## src/design/cpu16_pkg.sv

```systemverilog
// ---------------------------------------------------------------------------
// cpu16_pkg: shared types and helpers for the 16-bit register file and ALU
// Holds the operation codes, the instruction and result records, the write
// request of the register file and the byte/word register view helpers.
// ---------------------------------------------------------------------------
package cpu16_pkg;

    localparam int GprAw = 3;
    localparam int DataW = 16;
    localparam int ByteW = 8;

    localparam logic [2:0] OP_MOVE = 3'd0;
    localparam logic [2:0] OP_ADD  = 3'd1;
    localparam logic [2:0] OP_SUB  = 3'd2;
    localparam logic [2:0] OP_CMP  = 3'd3;
    localparam logic [2:0] OP_JNZ  = 3'd4;

    // One decoded instruction as it sits in the input register.
    typedef struct packed {
        logic [2:0]        op;
        logic [3:0]        dst;
        logic              use_imm;
        logic [3:0]        src;
        logic [DataW-1:0]  imm;
        logic signed [7:0] offset;
    } t_instr;

    // Write request into the general register file (whole word, already merged).
    typedef struct packed {
        logic             we;
        logic [GprAw-1:0] addr;
        logic [DataW-1:0] data;
    } t_gpr_wr;

    // Result beat and the architectural state it reports.
    typedef struct packed {
        logic [DataW-1:0] written;
        logic             wrote;
        logic             zf;
        logic             sf;
        logic [DataW-1:0] ip;
    } t_result;

    // Word index behind a register selector: words 8..15 map to 0..7,
    // byte views 0..7 map to the low four words.
    function automatic logic [GprAw-1:0] word_index(input logic [3:0] sel);
        return sel[3] ? sel[2:0] : {1'b0, sel[1:0]};
    endfunction

    // Operand as seen through a selector: full word, or one byte zero-extended.
    function automatic logic [DataW-1:0] reg_view(input logic [DataW-1:0] word,
                                                  input logic [3:0]       sel);
        logic [DataW-1:0] v;
        if (sel[3]) begin
            v = word;
        end else if (sel[2]) begin
            v = {{(DataW-ByteW){1'b0}}, word[DataW-1:ByteW]};
        end else begin
            v = {{(DataW-ByteW){1'b0}}, word[ByteW-1:0]};
        end
        return v;
    endfunction

endpackage

```

## src/design/cpu16_regfile.sv

```systemverilog
// ---------------------------------------------------------------------------
// cpu16_regfile: eight 16-bit general registers
// One write port and two registered read ports; a read that coincides with
// a write to the same word returns the new word.
// ---------------------------------------------------------------------------
module cpu16_regfile (
    input  logic                              i_clk,
    input  logic                              i_rst_n,
    input  cpu16_pkg::t_gpr_wr                i_wr,
    input  logic                              i_rd_en,
    input  logic [cpu16_pkg::GprAw-1:0]       i_rd_addr_a,
    input  logic [cpu16_pkg::GprAw-1:0]       i_rd_addr_b,
    output logic [cpu16_pkg::DataW-1:0]       o_rd_data_a,
    output logic [cpu16_pkg::DataW-1:0]       o_rd_data_b
);

    logic [cpu16_pkg::DataW-1:0] r_gpr [2**cpu16_pkg::GprAw];
    logic [cpu16_pkg::DataW-1:0] r_rd_a;
    logic [cpu16_pkg::DataW-1:0] r_rd_b;

    always_ff @(posedge i_clk) begin
        if (!i_rst_n) begin
            for (int i = 0; i < 2**cpu16_pkg::GprAw; i++) begin
                r_gpr[i] <= '0;
            end
        end else if (i_wr.we) begin
            r_gpr[i_wr.addr] <= i_wr.data;
        end
    end

    // Bypass keeps the read coherent with a write landing on the same edge.
    always_ff @(posedge i_clk) begin
        if (i_rd_en) begin
            r_rd_a <= (i_wr.we && i_wr.addr == i_rd_addr_a) ? i_wr.data : r_gpr[i_rd_addr_a];
            r_rd_b <= (i_wr.we && i_wr.addr == i_rd_addr_b) ? i_wr.data : r_gpr[i_rd_addr_b];
        end
    end

    assign o_rd_data_a = r_rd_a;
    assign o_rd_data_b = r_rd_b;

endmodule

```

## src/design/cpu16_alu.sv

```systemverilog
// ---------------------------------------------------------------------------
// cpu16_alu: execute one instruction
// Forms the operands, adds or subtracts at the destination width, updates
// the flags and the pointer, and builds the merged register write.
// ---------------------------------------------------------------------------
module cpu16_alu (
    input  cpu16_pkg::t_instr                i_instr,
    input  logic [cpu16_pkg::DataW-1:0]      i_dst_word,
    input  logic [cpu16_pkg::DataW-1:0]      i_src_word,
    input  logic                             i_zf,
    input  logic                             i_sf,
    input  logic [cpu16_pkg::DataW-1:0]      i_ip,
    output cpu16_pkg::t_gpr_wr               o_wr,
    output cpu16_pkg::t_result               o_result
);

    localparam int DW = cpu16_pkg::DataW;
    localparam int BW = cpu16_pkg::ByteW;

    logic          wide;
    logic [DW-1:0] src_raw;
    logic [DW-1:0] src_val;
    logic [DW-1:0] dst_val;
    logic [DW-1:0] sum;
    logic [DW-1:0] diff;
    logic [DW-1:0] alu_res;
    logic [DW-1:0] merged;
    logic          do_write;
    logic [DW-1:0] wr_val;

    assign wide    = i_instr.dst[3];
    assign src_raw = i_instr.use_imm ? i_instr.imm
                                     : cpu16_pkg::reg_view(i_src_word, i_instr.src);
    assign src_val = wide ? src_raw : {{(DW-BW){1'b0}}, src_raw[BW-1:0]};
    assign dst_val = cpu16_pkg::reg_view(i_dst_word, i_instr.dst);
    assign sum     = dst_val + src_val;
    assign diff    = dst_val - src_val;

    always_comb begin
        alu_res = (i_instr.op == cpu16_pkg::OP_ADD) ? sum : diff;
        if (!wide) begin
            alu_res = {{(DW-BW){1'b0}}, alu_res[BW-1:0]};
        end
    end

    always_comb begin
        do_write        = 1'b0;
        wr_val          = '0;
        o_result.zf     = i_zf;
        o_result.sf     = i_sf;
        o_result.ip     = i_ip;
        case (i_instr.op)
            cpu16_pkg::OP_MOVE: begin
                do_write = 1'b1;
                wr_val   = src_val;
            end
            cpu16_pkg::OP_ADD, cpu16_pkg::OP_SUB: begin
                do_write    = 1'b1;
                wr_val      = alu_res;
                o_result.zf = (alu_res == '0);
                o_result.sf = wide ? alu_res[DW-1] : alu_res[BW-1];
            end
            cpu16_pkg::OP_CMP: begin
                o_result.zf = (alu_res == '0);
                o_result.sf = wide ? alu_res[DW-1] : alu_res[BW-1];
            end
            cpu16_pkg::OP_JNZ: begin
                if (!i_zf) begin
                    o_result.ip = i_ip + {{(DW-8){i_instr.offset[7]}}, i_instr.offset};
                end
            end
            default: begin
            end
        endcase
        o_result.written = wr_val;
        o_result.wrote   = do_write;
    end

    // Byte writes keep the other half of the word.
    always_comb begin
        if (wide) begin
            merged = wr_val;
        end else if (i_instr.dst[2]) begin
            merged = {wr_val[BW-1:0], i_dst_word[BW-1:0]};
        end else begin
            merged = {i_dst_word[DW-1:BW], wr_val[BW-1:0]};
        end
    end

    assign o_wr.we          = do_write;
    assign o_wr.addr        = cpu16_pkg::word_index(i_instr.dst);
    assign o_wr.data        = merged;

endmodule

```

## src/design/cpu16_register_file_alu_step_unit.sv

```systemverilog
// Flow: input register, then execute into the result register once it is free.
// Throughput: one instruction per cycle while result beats are taken, set by
// the single register-file write port and the one adder; the next instruction
// sees the state left by this one.
// Reset (synchronous, active low) clears all registers, flags and the pointer.
// ---------------------------------------------------------------------------
// cpu16_register_file_alu_step_unit: register file and ALU step, top level
// Input register, register file with registered reads, combinational ALU
// and a result register, with stream handshakes on both sides.
// ---------------------------------------------------------------------------
module cpu16_register_file_alu_step_unit (
    input  logic        i_clk,
    input  logic        i_rst_n,
    // Instruction beat.
    input  logic        i_s_axis_tvalid,
    output logic        o_s_axis_tready,
    // [3:0] dest_register, [7:4] source_register, [23:8] immediate_value,
    // [31:24] jump_offset
    input  logic [31:0] i_s_axis_tdata,
    // [2:0] operation, [3] source_is_immediate
    input  logic [3:0]  i_s_axis_tuser,
    // Result beat.
    output logic        o_m_axis_tvalid,
    input  logic        i_m_axis_tready,
    // [15:0] written_value, [16] zero_flag, [17] sign_flag,
    // [33:18] instruction_pointer, [39:34] zero
    output logic [39:0] o_m_axis_tdata,
    // [0] wrote_register
    output logic        o_m_axis_tuser
);

    localparam int DW = cpu16_pkg::DataW;

    // Pipeline control. The input register drains whenever the result
    // register is free or being emptied this cycle, so while result beats are
    // taken, a new instruction can be accepted on every edge.
    logic               s_accept;
    logic               out_free;
    logic               exec;
    logic               r_in_valid;
    logic               n_in_valid;
    logic               r_out_valid;
    logic               n_out_valid;

    cpu16_pkg::t_instr  in_instr;
    cpu16_pkg::t_instr  r_instr;

    // Architectural state beside the register file.
    logic               r_zf;
    logic               r_sf;
    logic [DW-1:0]      r_ip;

    logic [DW-1:0]      dst_word;
    logic [DW-1:0]      src_word;
    cpu16_pkg::t_gpr_wr alu_wr;
    cpu16_pkg::t_gpr_wr gpr_wr;
    cpu16_pkg::t_result alu_result;
    cpu16_pkg::t_result r_result;

    assign in_instr.op      = i_s_axis_tuser[2:0];
    assign in_instr.use_imm = i_s_axis_tuser[3];
    assign in_instr.dst     = i_s_axis_tdata[3:0];
    assign in_instr.src     = i_s_axis_tdata[7:4];
    assign in_instr.imm     = i_s_axis_tdata[23:8];
    assign in_instr.offset  = i_s_axis_tdata[31:24];

    assign out_free        = !r_out_valid || i_m_axis_tready;
    assign exec            = r_in_valid && out_free;
    assign o_s_axis_tready = !r_in_valid || out_free;
    assign s_accept        = i_s_axis_tvalid && o_s_axis_tready;

    always_comb begin
        n_in_valid = r_in_valid;
        if (s_accept) begin
            n_in_valid = 1'b1;
        end else if (exec) begin
            n_in_valid = 1'b0;
        end
    end

    always_comb begin
        n_out_valid = r_out_valid;
        if (exec) begin
            n_out_valid = 1'b1;
        end else if (i_m_axis_tready) begin
            n_out_valid = 1'b0;
        end
    end

    always_ff @(posedge i_clk) begin
        if (!i_rst_n) begin
            r_in_valid  <= 1'b0;
            r_out_valid <= 1'b0;
        end else begin
            r_in_valid  <= n_in_valid;
            r_out_valid <= n_out_valid;
        end
    end

    always_ff @(posedge i_clk) begin
        if (s_accept) begin
            r_instr <= in_instr;
        end
    end

    // Operand words are read as the instruction enters the input register;
    // the register file forwards a write from the instruction retiring on
    // the same edge, so back-to-back dependencies see the new value.
    assign gpr_wr.we   = alu_wr.we && exec;
    assign gpr_wr.addr = alu_wr.addr;
    assign gpr_wr.data = alu_wr.data;

    cpu16_regfile u_regfile (
        .i_clk       (i_clk),
        .i_rst_n     (i_rst_n),
        .i_wr        (gpr_wr),
        .i_rd_en     (s_accept),
        .i_rd_addr_a (cpu16_pkg::word_index(in_instr.dst)),
        .i_rd_addr_b (cpu16_pkg::word_index(in_instr.src)),
        .o_rd_data_a (dst_word),
        .o_rd_data_b (src_word)
    );

    cpu16_alu u_alu (
        .i_instr    (r_instr),
        .i_dst_word (dst_word),
        .i_src_word (src_word),
        .i_zf       (r_zf),
        .i_sf       (r_sf),
        .i_ip       (r_ip),
        .o_wr       (alu_wr),
        .o_result   (alu_result)
    );

    // Flags and pointer retire together with the register write.
    always_ff @(posedge i_clk) begin
        if (!i_rst_n) begin
            r_zf <= 1'b0;
            r_sf <= 1'b0;
            r_ip <= '0;
        end else if (exec) begin
            r_zf <= alu_result.zf;
            r_sf <= alu_result.sf;
            r_ip <= alu_result.ip;
        end
    end

    always_ff @(posedge i_clk) begin
        if (exec) begin
            r_result <= alu_result;
        end
    end

    assign o_m_axis_tvalid = r_out_valid;
    assign o_m_axis_tdata  = {6'b0, r_result.ip, r_result.sf, r_result.zf, r_result.written};
    assign o_m_axis_tuser  = r_result.wrote;

endmodule

```

## config.mk

```make
export PLATFORM = sky130hd
export DESIGN_NAME = cpu16_register_file_alu_step_unit
export DESIGN_NICKNAME = d
export VERILOG_FILES = /design/src/design/cpu16_pkg.sv /design/src/design/cpu16_regfile.sv /design/src/design/cpu16_alu.sv /design/src/design/cpu16_register_file_alu_step_unit.sv
export SDC_FILE = /design/constraint.sdc
export NUM_CORES = 1
export LEC_CHECK = 0
export BUFFER_PORTS_ARGS = -buffer_cell sky130_fd_sc_hd__buf_2
export CAP_MARGIN = 20
export CORE_AREA = 2 2 165 167
export DETAILED_ROUTE_END_ITERATION = 6
export DIE_AREA = 0 0 167 169
export PLACE_DENSITY = 0.84
export SYNTH_ARGS = -nofsm -noshare
export SYNTH_HDL_FRONTEND = slang
export SYNTH_HIERARCHICAL = 1
export SYNTH_SLANG_ARGS = --single-unit
```

## constraint.sdc

```tcl
create_clock -name i_clk -period 4.4 [get_ports i_clk]
set_clock_uncertainty 0.05 [all_clocks]
set_input_delay 0.88 -clock i_clk [delete_from_list [all_inputs] [get_ports i_clk]]
set_output_delay 0.88 -clock i_clk [all_outputs]
set_load 0.05 [all_outputs]
```

; Word-level counts from Yosys, hierarchy flattened
; Memories as Yosys holds them, arrays and structs flattened.
; Index checks and enable logic that the tools add are counted.
[totals]
reg_bits = 123
ram_bits = 128
word_cells = 77
n_memories = 1
[classes]
addsub = 3
n_eq_ne = 6
mux = 32
n_reduce_logical = 17
[mem_list]
columns = name, words, width, rd, rd_ports_with_merged_regs, write_ports, line_no
row1 = u_regfile.r_gpr, 8, 16, 2, 0, 8, cpu16_regfile.sv:17  ; logic [cpu16_pkg::DataW-1:0] r_gpr [2**cpu16_pkg::GprAw];
[op_table]
columns = operator, n
row1 = $mux W16, 13
row2 = $add A16 B16 Y16, 2
row3 = $pmux W16 S2, 1
row4 = $logic_not A16 Y1, 1
row5 = $mux W8, 2
row6 = $reduce_or A16 Y1, 1
row7 = $sub A16 B16 Y16, 1
row8 = $mux W3, 4
row9 = $mux W1, 11
row10 = $eq A3 B2 Y1 const B, 2
row11 = $eq A3 B3 Y1, 2
row12 = $reduce_or A3 Y1, 2
row13 = $logic_and A1 B1 Y1, 5
row14 = $reduce_bool A2 Y1, 2
row15 = $eq A3 B1 Y1 const B, 1
row16 = $eq A3 B3 Y1 const B, 1
row17 = $logic_not A3 Y1, 1
row18 = $logic_not A1 Y1, 2
row19 = $logic_or A1 B1 Y1, 2
row20 = $mux W2, 1
row21 = $reduce_or A2 Y1, 1

; Logic depth before layout (Yosys ltp)
; Gate-level depths: netlist (run 1).
[depth]
word_depth = 11
mapped_depth = 21

; Modules after synthesis
; Netlist (run 1), hierarchy kept.
[modules_own_cells]
columns = module, instances, cells_each, area_per_inst_um2, seq_area_each_um2
row1 = cpu16_regfile, 1, 478, 8401.8, 4804.6
row2 = cpu16_alu, 1, 452, 3148.0, 0.0
row3 = cpu16_register_file_alu_step_unit, 1, 168, 3015.4, 2532.4

; Worst setup path after synthesis (run 1)
; Ideal clock, no wire load.
[synth_timing]
path_type = reg2reg
from = register r_instr[28] (netlist bit)
to = register u_regfile.r_rd_a, in the netlist u_regfile/o_rd_data_a[15], data pin
setup_time_ps = 260
arrival_time_ps = 4456
path_slack_ps = -366
stages_incl_launch_ff = 19
path_cell_list = edfxtp_1 clkbuf_1 and2_1 a311oi_1 ha_1 nand3_1 or2_2 o21ai_0 xnor2_1 ha_1 a21o_1 a21o_1 a311oi_1 o21ai_0 o311a_2 o211ai_1 a21oi_2 a221o_2 mux2_2
[synth_rtl]
columns = element, line_no
row1 = start: declaration, cpu16_register_file_alu_step_unit.sv:46  ; cpu16_pkg::t_instr r_instr;
row2 = start signal: assignment, cpu16_register_file_alu_step_unit.sv:102  ; r_instr <= in_instr;
row3 = end signal: assignment, cpu16_regfile.sv:34  ; r_rd_a <= (i_wr.we && i_wr.addr == i_rd_addr_a) ? i_wr.data : r_gpr[i_rd_addr_a];
row4 = end: declaration, cpu16_regfile.sv:18  ; logic [cpu16_pkg::DataW-1:0] r_rd_a;

==> metrics.cfg, run 1 <==
[global_routing]
grt_pass1_wl_um=56640
gr-total-overflow=0
grt_pass1_vias=10070
grt.total_usage_pct=26.01
antenna_found_initial=0
grt_max_degree=54

[drt]
via_per_inst=6.159
drt_iter0_drc=1099
ant_nets=0
avgRoutedWirePerCell_um=22.90
drcViolationCount=0
first_pass_iters=5
routed_wl_um=37490
num_vias=10080

[clock_tree]
cts.sinks=249
numCtsBuffers=25
cts_tree=yes
cts_root_buf=clkbuf_16
clkSlewWorstSetupHoldPaths_ns=0.06
clk_latency_ns=0.54
hold_buffers=0
cts_buffer_depth=3
cts_max_level=1

[floorplanning]
start_util_pct=54.74
die_area_sq_um=28220
die_y_um=169
num_rows=60
core_sq_um=26500
num_io_pins=83
die_x_um=167

[placed_design]
routabilityCongestion=0.9618
place_inst=1564
dpl.hpwl_um=24810
preCtsSetupSlack_ns=-0.2628
io_buffers=76

[status]
violations=setup timing
status=finished with violations

[critical_path]
end_kind=register
crit_type=register to register
worstPathArrival_ns=4.90
cp.required_ns=4.63
rrSetupSlack_ns=-0.28
rr_startpoint=r_instr[28]
rr_endpoint=u_regfile/o_rd_data_a[12]
start_kind=register
cp_max_fo=7
rr_worst_depth=20

[logic_synthesis]
syn_avg_cell_area_sq_um=13.23
syn_inst=1096
synth_area_sq_um=14510
ys.warnings.count=6

[flow_run]
maxCapViolCount=0

[power]
power.density_nw_per_um2=379.2
ir_drop_uv=444.8
p_leak_nw=6.989

[timing]
final_max_slew_viol_count=0
fin_crit_ns=4.676
slew_headroom_pct=32.10
worst_slew_pin_slew_ns=1.015
hold_viol_final=0
period_share_pct=106.3
hold-worst-slack_ns=0.4239
setup_violations=56
rsz0062_at_grt=yes
worst_slack_ns=-0.2757
clock.fmax_mhz=213.9

[final_layout]
drive_above_1_share_pct=33.33
final_common_cell=edfxtp_1
multi_input_area_sq_um=7113
final_cells=1637
fill_cells=1808
layout.nets=1350
final_cell_mix=edfxtp_1, buf_4, and2_1
diodes=0
area_growth_pct=19.18
regArea_sq_um=7277

[worst_hold_path]
hp-start=r_ip[15]
whs_path_depth=2
hold_path_end=r_ip[15]
hp-class=register to register

[per-layer routing]
layer | part of all wire, % | vias up | GRT usage [%]
met4 | 3.8 | 0 | 9.408
met1 | 38 | 4940 | 32.48
li1 | - | 4577 | -
met5 | 0 | - | 0
met2 | 50 | 459 | 46.54
met3 | 7.7 | 107 | 3.437
[final cells by class]
class,instances,area share (%)
sequential,249,42.09
multi-input combinational,764,41.15
timing repair buffer,217,8.634
clock buffer,28,3.684
tap,341,2.468
clock inverter,18,1.542
inverter,20,0.4342
[timing repair]
action | in CTS | in global routing
pin swaps | 12 | 5
setup endpoints to repair | 53 | 105
buffers inserted | 10 | 16
cloned | 0 | 1
gates resized for setup | 25 | 66
[critical path, stage by stage (launching register included)]
cell and delay (ns):
edfxtp_1 0.50, buf_6 0.17, and2_4 0.14, a311oi_4 0.31, ha_2 0.25, nand3_2 0.07, or2_4 0.24, o21ai_2 0.12
xnor2_1 0.09, ha_1 0.33, buf_4 0.15, buf_6 0.11, and3_4 0.18, and3_4 0.17, a21o_1 0.19, o41ai_4 0.33
buf_4 0.18, xnor2_2 0.07, a32o_2 0.28, a21o_1 0.21, mux2_4 0.29
[flip-flops by register name (all words and copies together) (netlist names)]
register	count
r_sf	1
r_ip	16
o_m_axis_tvalid	1
r_zf	1
r_in_valid	1
o_m_axis_tdata	34
u_regfile/r_gpr	128
u_regfile/o_rd_data_a	16
r_instr	34
u_regfile/o_rd_data_b	16
o_m_axis_tuser	1
[power breakdown]
part | switching, mW | total (mW) | internal [mW]
combinational | 0.771 | 1.42 | 0.651
sequential | 0.0697 | 2.78 | 2.71
clock | 0.899 | 2.35 | 1.45
total | 1.74 | 6.56 | 4.82
[how the worst max path moves through the flow]
stage,start,endpoint,slack [ns],cells after the start
3_3_place_gp,r_instr[26],u_regfile/r_gpr[6][12],-0.18,17
4_1_cts,r_instr[28],u_regfile/o_rd_data_b[15],-0.14,18
6_report,r_instr[28],u_regfile/o_rd_data_a[12],-0.28,20
3_5_place_dp,r_instr[26],u_regfile/r_gpr[2][12],-0.26,18
5_1_grt,r_instr[28],u_regfile/o_rd_data_b[15],-0.50,17
2_1_floorplan,r_instr[27],u_regfile/o_rd_data_a[15],-0.01,16
[through the flow]
step,power [mW],area [sq um],TNS [ns],utilization [%]
after global placement,4.048,15820,-5.221,59.71
after CTS,6.446,16910,-3.121,63.79
final,6.555,17290,-10.45,65.24
after floorplan,3.616,14600,-0.04154,-
after detailed placement,4.073,15820,-7.825,59.71
after global routing,6.775,17290,-21.31,65.24
Power figures use the tool's default switching activity.
==> inputs of run 2 (changes only) <==
--- a/config.mk
+++ b/config.mk
@@ -10,6 +10,7 @@
 export CORE_AREA = 2 2 165 167
 export DETAILED_ROUTE_END_ITERATION = 6
 export DIE_AREA = 0 0 167 169
+export MAX_ROUTING_LAYER = met4
 export PLACE_DENSITY = 0.84
 export SYNTH_ARGS = -nofsm -noshare
 export SYNTH_HDL_FRONTEND = slang
==> run 2 against run 1 <==
Effect of this change:
- the flow still finishes with violations (setup timing)
- first-iteration DRC count shrank 6.6%
- non-clock buffer count is 4 lower
- total power is 0.41% higher
- via count is 0.98% higher
- cell area about the same
- combinational power about the same
- die area unchanged
- routed wire length grew 0.79%
- core utilization fell by 0.061 points
- global-route usage grew 1.2 points
- critical path type unchanged
- critical endpoint is now u_regfile/r_gpr[7][12]
==> metrics.cfg, run 2 (synthesized netlist as in run 1, its figures left out) <==
[placed_design]
preCtsSetupSlack_ns=-0.2535
io_buffers=76
dpl.hpwl_um=25280
placed_area_sq_um=15900
routabilityCongestion=0.9235

[drt]
drt_iter0_drc=1026
routed_wl_um=37790
drcViolationCount=0
ant_nets=0
first_pass_iters=5
num_vias=10180
via_per_inst=6.228
avgRoutedWirePerCell_um=23.11

[final_layout]
final_common_cell=edfxtp_1
layout.nets=1346
drive_above_1_share_pct=32.56
final_cell_area_sq_um=17270
regMostFlops=u_regfile/r_gpr
largest_reg_flops=128
final_cell_mix=edfxtp_1, and2_1, buf_4
fill_cells=1853
area_growth_pct=19.07

[status]
violations=setup timing
status=finished with violations

[critical_path]
worstPathArrival_ns=4.88
end_kind=register
start_kind=register
cp_max_fo=8
crit_type=register to register
cp.required_ns=4.63

[power]
power_frac_seq_pct=42.3
power_frac_comb_pct=21.9
p_sw_share_pct=26.60
p_clk_share_pct=35.8
p_switching_mw=1.751
power_mw=6.582
p_leak_nw=6.986
p_int_mw=4.831
power.density_nw_per_um2=381.1
ir_drop_uv=397.7

[clock_tree]
cts_max_level=1
cts_buffer_depth=3
cts_root_buf=clkbuf_16
cts_tree=yes
clk_latency_ns=0.54
hold_buffers=0
cts.sinks=249
clkSlewWorstSetupHoldPaths_ns=0.06
numCtsBuffers=26

[floorplanning]
die_area_sq_um=28220
num_rows=60
num_io_pins=83
core_sq_um=26500
die_y_um=169
die_x_um=167
start_util_pct=54.74

[timing]
hold_viol_final=0
fin_crit_ns=4.658
worst_slew_pin_slew_ns=1.059
rsz0062_at_grt=yes
hold-worst-slack_ns=0.4220
setup_violations=35
period_share_pct=105.9
final_max_slew_viol_count=0
worst_slack_ns=-0.2584
slew_headroom_pct=29.21
clock.fmax_mhz=214.7

[global_routing]
antenna_found_initial=1
grt_pass1_wl_um=57490
gr-total-overflow=0
grt_max_degree=67
grt.total_usage_pct=27.19
grt_pass1_vias=10160

[flow_run]
maxCapViolCount=0

[worst_hold_path]
hp-class=register to register

## run 2: changes by cell type in the layout (fill, tap and decap cells not counted), moves of 3 or more
| cell | change |
|---|---|
| o21ai_2 | -5 |
| clkinv_1 | +3 |
| a2111oi_2 | +3 |
| clkinv_2 | -3 |
| clkbuf_1 | +3 |
| o21ai_1 | +3 |
| buf_4 | -3 |
## run 2: timing repair
item	in CTS	in global routing
cloned	0	0
endpoints found under the setup margin	51	106
setup buffers	8	6
resized for setup	30	61
pin swaps	10	20
## run 2: critical path, cell delays in order, from the launching register on
cell	delay, ns
edfxtp_1	0.51
and4bb_2	0.29
a311oi_4	0.34
ha_2	0.26
nand3_2	0.08
or2_4	0.26
o21ai_4	0.14
xnor2_2	0.09
ha_1	0.31
buf_4	0.15
and3_4	0.18
and3_1	0.17
a21o_1	0.20
o41ai_4	0.37
buf_4	0.18
xnor2_2	0.07
a32o_2	0.26
a21o_1	0.20
buf_6	0.14
and2_1	0.14
## run 2: cell type report
class                   count  area (sq um)  share of cell area [%]
flip-flops and latches    249          7277                   42.13
multi-input cells         763          7113                   41.18
repair buffers            213          1463                   8.469
clock buffers              33         698.2                   4.042
well taps                 341         426.7                   2.470
clock inverters            15         216.5                   1.253
inverters                  20         75.07                  0.4347
diodes                      1         2.502                 0.01449
## run 2: power groups by stage
stage,combinational [mW],sequential (mW),clock (mW)
floorplan,0.751,2.86,0
global route,1.53,2.79,2.49
CTS,1.33,2.78,2.39
finish,1.44,2.78,2.36
global placement,1.25,2.82,0
detailed placement,1.27,2.83,0
## run 2: through the flow
stage | util (%) | setup TNS (ns) | cells
after detailed placement | 59.99 | -5.490 | 1574
final | 65.17 | -6.879 | 1635
after floorplan | - | -0.04154 | 1101
after CTS | 64.09 | -3.752 | 1629
after global routing | 65.17 | -15.60 | 1635
after global placement | 59.99 | -3.116 | 1574
## run 2: path summary, 6_finish.rpt
check | start | to | slack, ns | depth (start not counted)
setup reg to reg | r_instr[28] | u_regfile/r_gpr[7][12] | -0.26 | 19
setup / recovery | r_instr[28] | u_regfile/r_gpr[7][12] | -0.26 | 19
hold / removal | r_sf | r_sf | 0.42 | 2
hold reg to reg | r_sf | r_sf | 0.42 | 2
## run 2: metal layers
layer / vias to the layer above / track usage, % / part of all wire (%)
li1: 4565 / - / -
met1: 5001 / 33.50 / 38
met2: 509 / 46.23 / 49
met3: 107 / 3.858 / 8.8
met4: 0 / 9.633 / 4.0
met5: - / - / 0
==> inputs of run 3 (changes only) <==
--- a/config.mk
+++ b/config.mk
@@ -7,9 +7,9 @@
 export LEC_CHECK = 0
 export BUFFER_PORTS_ARGS = -buffer_cell sky130_fd_sc_hd__buf_2
 export CAP_MARGIN = 20
-export CORE_AREA = 2 2 165 167
+export CORE_AREA = 2 2 151 182
 export DETAILED_ROUTE_END_ITERATION = 6
-export DIE_AREA = 0 0 167 169
+export DIE_AREA = 0 0 153 184
 export MAX_ROUTING_LAYER = met4
 export PLACE_DENSITY = 0.84
 export SYNTH_ARGS = -nofsm -noshare
==> run 3 against run 2 <==
Effect of this change:
- the flow still finishes with violations (setup timing)
- clock-buffer cell count down 3
- sequential cell count is the same
- largest cell class unchanged
- largest power group unchanged
- combinational power shrank 7%
==> metrics.cfg, run 3 (synthesized netlist as in run 1, its figures left out) <==
[status]
status=finished with violations
violations=setup timing

[clock_tree]
cts_root_buf=clkbuf_16
clkSlewWorstSetupHoldPaths_ns=0.06
numCtsBuffers=25
cts_buffer_depth=3
clk_latency_ns=0.53
cts_tree=yes
cts.sinks=249
cts_max_level=1

[drt]
wl_met2_um=19130
drt_iter0_drc=804
first_pass_iters=7
routed.top_layer=met4
num_vias=9986
wl_met3_um=2402
ant_nets=0
routed_wl_um=36790
wl_met1_um=13340
via_per_inst=6.206
avgRoutedWirePerCell_um=22.86
drcViolationCount=0

[timing]
tns_ns=-4.369
worst_slew_pin_slew_ns=0.9283
slew_headroom_pct=38.11
worst_slack_ns=-0.2562
final_max_slew_viol_count=0
period_share_pct=105.8
rsz0062_at_grt=yes
hold_viol_final=0
clock.fmax_mhz=214.8
setup_violations=38
fin_crit_ns=4.656

[critical_path]
start_kind=register
cp.required_ns=4.62
cp_cell_sequence=and3b_2 -> a211oi_2 -> nor2_1 -> inv_1 -> ha_2 -> nand3_2 -> or2_4 -> o21ai_2 -> xnor2_1 -> ha_1 -> a21o_1 -> a21o_1 -> a311oi_1 -> o21ai_1 -> o311a_2 -> o211ai_1 -> a21oi_2 -> a221o_2 -> mux2_2
crit_top_cell=a21o_1
end_kind=register
max_stage_delay_ns=0.49
rr_startpoint=r_instr[26]
rrSetupSlack_ns=-0.26
cp_slowest_cell=edfxtp_1
crit_type=register to register
cp_max_fo=5
startpoint=r_instr[26]
worstPathArrival_ns=4.88

[floorplanning]
num_rows=65
core_sq_um=26270
die_x_um=153
die_area_sq_um=28150
num_io_pins=83
start_util_pct=55.22
die_y_um=184

[global_routing]
grt_pass1_vias=10330
gr-total-overflow=0
grt_pass1_wl_um=56220
grt.total_usage_pct=26.46
grt_max_degree=54
antenna_found_initial=0

[power]
power_mw=6.125
ir_drop_uv=219.2
p_leak_nw=6.790
power.density_nw_per_um2=363.0

[placed_design]
dpl.hpwl_um=25200
routabilityCongestion=0.9919
io_buffers=76

[final_layout]
largest_reg_flops=128
regMostFlops=u_regfile/r_gpr
final_cell_mix=edfxtp_1, and2_1, buf_4
diodes=0
drive_above_1_share_pct=30.85
fin_util_pct=64.24
layout.nets=1329
final_common_cell=edfxtp_1
area_growth_pct=16.34

[worst_hold_path]
hp-start=r_ip[15]
hp-class=register to register

[flow_run]
maxCapViolCount=0

## run 3: changes by cell type in the layout (fill, tap and decap cells not counted), sizes merged
cell,previous run,this run
clkbuf,33,30
inv,19,20
buf,213,197
clkinv,10,15
bufinv,6,0
diode,1,0
## run 3: area by class of cell
| class | count | area, sq um |
|---|---|---|
| flip-flops and latches | 249 | 7277 |
| multi-input cells | 763 | 7017 |
| clock buffers | 30 | 685.7 |
| inverters | 20 | 77.57 |
| fillers | 1835 | 9394 |
| clock inverters | 15 | 78.83 |
| well taps | 335 | 419.2 |
| repair buffers | 197 | 1320 |
## run 3: what timing repair did
item / 4_1_cts / 5_1_grt
hold buffers: 0 / 0
pin swaps: 13 / 10
resized for setup: 19 / 47
buffers inserted: 3 / 12
endpoints found under the setup margin: 51 / 105
## run 3: critical path: cells and delay by family, from the launching register on
family                     cells  cell delay [ns]
buffers and inverters          1             0.08
AOI/OAI and AO/OA             10             2.23
xor gates and xnor gates       1             0.09
muxes                          1             0.29
and+or+nand+nor                4             0.70
adders and majority gates      2             0.50
DFF                            1             0.49
## run 3: metrics by stage
step | worst slack, ns | cell area, sq um | std cells | hold WS, ns
final | -0.2562 | 16870 | 1609 | 0.4291
after global routing | -0.3639 | 16870 | 1609 | 0.4392
after CTS | -0.1447 | 16610 | 1597 | 0.4278
after detailed placement | -0.2697 | 15750 | 1549 | 0.4139
after global placement | -0.07067 | 15750 | 1549 | 0.3985
after floorplan | -0.01431 | 14600 | 1101 | 0.3849
## run 3: path summary, 6_finish.rpt
kind / endpoint / cells after the start
max: u_regfile/o_rd_data_b[15] / 19
min: r_ip[15] / 2
max reg2reg: u_regfile/o_rd_data_b[15] / 19
min reg2reg: r_ip[15] / 2
## run 3: per-layer routing
layer / GRT usage [%] / vias up
met5: - / -
met4: 13.67 / 0
met3: 3.347 / 122
met2: 46.85 / 448
met1: 29.46 / 4898
li1: - / 4518
## run 3: power breakdown
| part | internal [mW] | switching, mW |
|---|---|---|
| logic | 0.597 | 0.745 |
| clock network | 1.11 | 0.888 |
| registers | 2.71 | 0.0712 |
| total | 4.42 | 1.70 |
